===== config.mk =====
export PLATFORM = sky130hd
export DESIGN_NAME = sjis_emit
export DESIGN_NICKNAME = d
export VERILOG_FILES = /design/src/rtl/sjis_pkg.sv /design/src/rtl/sjis_emit.sv
export SDC_FILE = /design/constraint.sdc
export NUM_CORES = 1
export LEC_CHECK = 0
export BUFFER_PORTS_ARGS = -buffer_cell sky130_fd_sc_hd__buf_4
export CORE_MARGIN = 1.5
export CORE_UTILIZATION = 45
export DETAILED_ROUTE_END_ITERATION = 7
export MAX_ROUTING_LAYER = met4
export PLACE_DENSITY = 0.77
export SYNTH_ARGS = -nofsm -noshare
export SYNTH_HDL_FRONTEND = slang
export SYNTH_SLANG_ARGS = --single-unit

===== constraint.sdc =====
create_clock -name clk -period 3.25 [get_ports clk]
set_input_delay 0 -clock clk [delete_from_list [all_inputs] [get_ports clk]]
set_output_delay 0 -clock clk [all_outputs]
set_load 0.02 [all_outputs]

===== src/rtl/sjis_pkg.sv =====
// shared types and constants of the shift-jis to utf-8 decoder
`timescale 1ns / 1ps
`default_nettype none

package sjis_pkg;

    // conversion table geometry
    localparam int unsigned TableRows  = 60;
    localparam int unsigned TableCols  = 188;
    localparam int unsigned TableDepth = TableRows * TableCols;
    localparam int unsigned CodeWidth  = 16;
    localparam int unsigned IndexWidth = 14;

    // item codes
    localparam logic OP_DECODE = 1'b0;
    localparam logic OP_WRITE  = 1'b1;

    // code points
    localparam logic [15:0] CP_REPLACEMENT = 16'hFFFD;
    localparam logic [15:0] CP_KANA_BASE   = 16'hFF61;

    // byte classes
    localparam logic [7:0] ASCII_END = 8'h80;
    localparam logic [7:0] KANA_LO   = 8'hA1;
    localparam logic [7:0] KANA_HI   = 8'hDF;
    localparam logic [7:0] LEAD1_LO  = 8'h81;
    localparam logic [7:0] LEAD1_HI  = 8'h9F;
    localparam logic [7:0] LEAD2_LO  = 8'hE0;
    localparam logic [7:0] LEAD2_HI  = 8'hFC;
    localparam logic [7:0] TRAIL1_LO = 8'h40;
    localparam logic [7:0] TRAIL1_HI = 8'h7E;
    localparam logic [7:0] TRAIL2_LO = 8'h80;
    localparam logic [7:0] TRAIL2_HI = 8'hFC;
    localparam logic [7:0] CONT_MASK = 8'h3F;
    localparam logic [7:0] CONT_MARK = 8'h80;

    // most utf-8 bytes one input item can produce
    localparam int unsigned BurstMax = 6;

    typedef struct packed {
        logic        operation;
        logic [7:0]  text_byte;
        logic        end_of_text;
        logic [13:0] entry_index;
        logic [15:0] entry_value;
    } sjis_item_t;

    typedef struct packed {
        logic [7:0] utf8_byte;
        logic       last_of_run;
    } utf8_item_t;

    // all utf-8 bytes of one item, first byte at index 0
    typedef struct packed {
        logic [BurstMax-1:0][7:0] bytes;
        logic [2:0]               cnt;
    } burst_t;

endpackage

`default_nettype wire


===== src/rtl/sjis_emit.sv =====
// byte buffer and output register that hand out one utf-8 byte per transfer
`timescale 1ns / 1ps
`default_nettype none

module sjis_emit (
    input  wire logic               clk,
    input  wire logic               rst_n,
    input  wire logic               load,
    input  wire sjis_pkg::burst_t   burst,
    output logic                    free,
    output logic                    valid,
    input  wire logic               stall,
    output sjis_pkg::utf8_item_t    item
);
    import sjis_pkg::*;

    logic       buf_valid_reg;
    burst_t     buf_reg;
    logic [2:0] idx_reg;
    logic       out_valid_reg;
    utf8_item_t out_reg;

    logic out_load;
    logic pop;
    logic at_end;

    assign out_load = !out_valid_reg || !stall;
    assign pop      = buf_valid_reg && out_load;
    assign at_end   = (idx_reg == (buf_reg.cnt - 3'd1));
    assign free     = !buf_valid_reg || (pop && at_end);

    always_ff @(posedge clk or negedge rst_n)
    begin
        if (!rst_n)
        begin
            buf_valid_reg <= 1'b0;
            out_valid_reg <= 1'b0;
            idx_reg       <= 3'd0;
        end
        else
        begin
            if (out_load)
            begin
                out_valid_reg <= pop;
            end
            if (load)
            begin
                buf_valid_reg <= 1'b1;
                idx_reg       <= 3'd0;
            end
            else if (pop)
            begin
                idx_reg <= idx_reg + 3'd1;
                if (at_end)
                begin
                    buf_valid_reg <= 1'b0;
                end
            end
        end
    end

    always_ff @(posedge clk)
    begin
        if (load)
        begin
            buf_reg <= burst;
        end
        if (pop)
        begin
            out_reg.utf8_byte   <= buf_reg.bytes[idx_reg];
            out_reg.last_of_run <= at_end;
        end
    end

    assign valid = out_valid_reg;
    assign item  = out_reg;

endmodule

`default_nettype wire


==> results.py <==
metrics = {
    "synthesis": {
        "mappedNetlistArea_mm2": 0.00251,
        "async_flop_share": 0.0769,
        "synth_edf_count": 60,
        "synth_most_common_cell": "edfxtp_1",
        "yosysSeqAreaShare": 0.767,
        "synth_cells": 126,
        "synth_top_area_cell": "edfxtp_1",
        "avgSynthCellArea_um2": 19.9,
        "yosys_warnings": 0,
        "synth_common_cells": "60 x edfxtp_1, 12 x inv_1, 8 x mux2i_1, 8 x o22ai_1, 5 x dfrtp_1",
        "synth-seq-cells": 65,
        "synthFlopType": "edfxtp_1",
        "synthDominantCellAreaShare": 0.717,
        "synth.net_count": 183,
        "synth.area.top_cells": "edfxtp_1 72%, dfrtp_1 5.0%, mux4_1 4.2%",
        "ys_types": 26,
    },
    "drt": {
        "wire_per_inst_um": 15.7,
        "drt_iter0_drc": 90,
        "drc": 0,
        "avgViaCountPerCell": 4.78,
        "dr.pass1.iters": 5,
        "ant_nets": 0,
        "vias": 1562,
        "wirelength_mm": 5.12,
    },
    "cts": {
        "clk_latency_ps": 330,
        "cts_tree": "done",
        "postCtsSetupBuffers": 0,
        "clockBufferDepth": 2,
        "clk_pin_slew_worst_paths_ps": 70,
        "root_buffer": "clkbuf_8",
        "cts_max_level": 3,
        "cts_buffers": 9,
        "cts_sinks": 65,
    },
    "global_routing": {
        "grt_max_degree": 56,
        "first_global_vias": 1662,
        "grt_overflow_total": 0,
        "antenna_found_initial": 0,
        "grt_pass1_wl_mm": 8.02,
        "grt.total_usage": 0.191,
    },
    "final_layout": {
        "num-fill-cells": 325,
        "diodes": 0,
        "largest_register_ffs": 51,
        "final_util": 0.696,
        "instances_no_fill": 327,
        "nNetsFinal": 307,
        "drive_gt1_frac": 0.341,
        "area_growth_pct": 50.8,
    },
    "floorplanning": {
        "core.rowCount": 27,
        "ios": 66,
        "start_util": 0.462,
        "coreArea_mm2": 0.00544,
        "dieArea_mm2": 0.00604,
        "die_x_um": 77.7,
        "die_h_um": 77.7,
    },
    "setup_path": {
        "path_depth": 4,
        "crit_buf_inv": 2,
        "start_kind": "flop",
        "crit_required_ps": 3250,
        "cp_slowest_cell": "dfrtp_1",
        "reg2reg_from": "idx_reg[0]",
        "crit_chain": "buf_4, xnor2_1, o41ai_4, buf_4",
        "critical_path.max_fanout": 15,
        "cp.arrival_ps": 2220,
        "criticalPathCategory": "reg -> out",
        "reg2reg_to": "item[2]",
        "worst_setup_path_end_kind": "primary output",
        "r2r_setup_slack_ps": 1300,
        "crit_family": "flip-flops",
        "worstRegToRegCells": 3,
        "path_common_cell": "buf_4",
        "cpPeakStageDelay_ps": 880,
    },
    "status": {
        "status": "completed",
    },
    "timing": {
        "finalHoldViolCount": 0,
        "setup_viol_count_final": 0,
        "finalSetupTns_ps": 0,
        "period_share": 0.683,
        "max_freq_ghz": 0.451,
        "relSlewSlack": 0.446,
        "worstMarginPinSlew_ps": 831,
        "setup_slack_ps": 1030,
        "whs_ps": 8.61,
        "min_period_ps": 2220,
        "slew_viol_final": 0,
        "rsz0062_at_grt": "no",
        "skew_ps": 4.69,
    },
    "power": {
        "peakVddDrop_mv": 0.340,
        "p_leak_nw": 1.51,
        "power_density_mw_per_mm2": 554,
    },
    "placed_design": {
        "dp_cells": 259,
        "place_ws_ps": 1310,
        "port_buffers": 65,
        "gp_congestion": 0.773,
        "dp_hpwl_mm": 2.83,
    },
    "min_path": {
        "hold_path.class": "in -> async",
    },
    "run": {
        "maxCapViolations": 0,
    },
}
[per-stage QoR]
| step | power [mW] | cell area [um^2] |
|---|---|---|
| after floorplan | 1.22 | 2510 |
| after global placement | 1.33 | 3060 |
| after detailed placement | 1.34 | 3060 |
| after CTS | 2.10 | 3790 |
| after global routing | 2.17 | 3790 |
| final | 2.10 | 3790 |
[timing repair]
item	CTS	global route
resized for setup	0	0
hold endpoints to repair	56	0
hold buffers	52	0
[worst reg2reg max path, delay by kind of cell, from the launching register on]
kind | cells | cell delay, ps
DFF | 1 | 880
buffers and inverters | 1 | 70
AOI/OAI and AO/OA | 1 | 80
muxes | 1 | 650
[how the worst max path moves through the flow]
stage	endpoint	start
after floorplan	buf_valid_reg	buf_reg[0]
after global placement	item[1]	idx_reg[0]
after detailed placement	item[2]	idx_reg[0]
after CTS	free	idx_reg[0]
after global routing	free	idx_reg[0]
final	free	idx_reg[0]
[report_power, final]
part | internal [mW] | total [mW] | leakage, nW | switching, mW
clock | 0.423 | 0.719 | 0.104 | 0.296
combinational | 0.193 | 0.324 | 0.762 | 0.131
sequential | 1.01 | 1.06 | 0.646 | 0.0477
total | 1.62 | 2.10 | 1.51 | 0.474
[layout make-up]
cell class | count | area, um^2 | share of cell area
Clock buffer | 9 | 124 | 0.0327
Clock inverter | 7 | 85.1 | 0.0225
Inverter | 12 | 45.0 | 0.0119
Multi-Input combinational cell | 44 | 500 | 0.132
Sequential cell | 65 | 1930 | 0.509
Tap cell | 72 | 90.1 | 0.0238
Timing Repair Buffer | 118 | 1020 | 0.268
[placed cells by master, fill, tap and decap left out, types with 2 or more instances in the layout]
cell type      instances
nand2_1                2
clkbuf_8               9
dlygate4sd3_1         52
a21oi_1                2
ha_1                   2
inv_1                 12
edfxtp_1              60
mux2i_1                8
clkinv_1               2
o22ai_1                8
xnor2_1                3
bufinv_16              2
buf_4                 66
mux4_2                 4
nand2b_1               2
dfrtp_1                5
mux4_1                 4
clkinv_2               2
[cell families (layout without fill, tap and decap cells)]
group                    count (synthesis)  after routing  share of synthesized area
XOR/XNOR                                 4              4                     0.0199
multiplexers                            16             16                      0.110
flip-flops                              65             65                      0.767
AO/OA/AOI/OAI                           13             13                     0.0409
adder cells (fa/ha/maj)                  2              2                    0.00996
buffers and inverters                   17            146                     0.0334
AND/OR/NAND/NOR                          9              9                     0.0189
[metal layers]
layer / share of wire / vias up / track usage
met5: 0 / - / -
met4: 0.012 / 0 / 0.0545
met3: 0.046 / 9 / 0.0565
met2: 0.56 / 52 / 0.342
met1: 0.39 / 762 / 0.204
li1: - / 739 / -
Note: power is estimated with default switching activity, not from simulation.
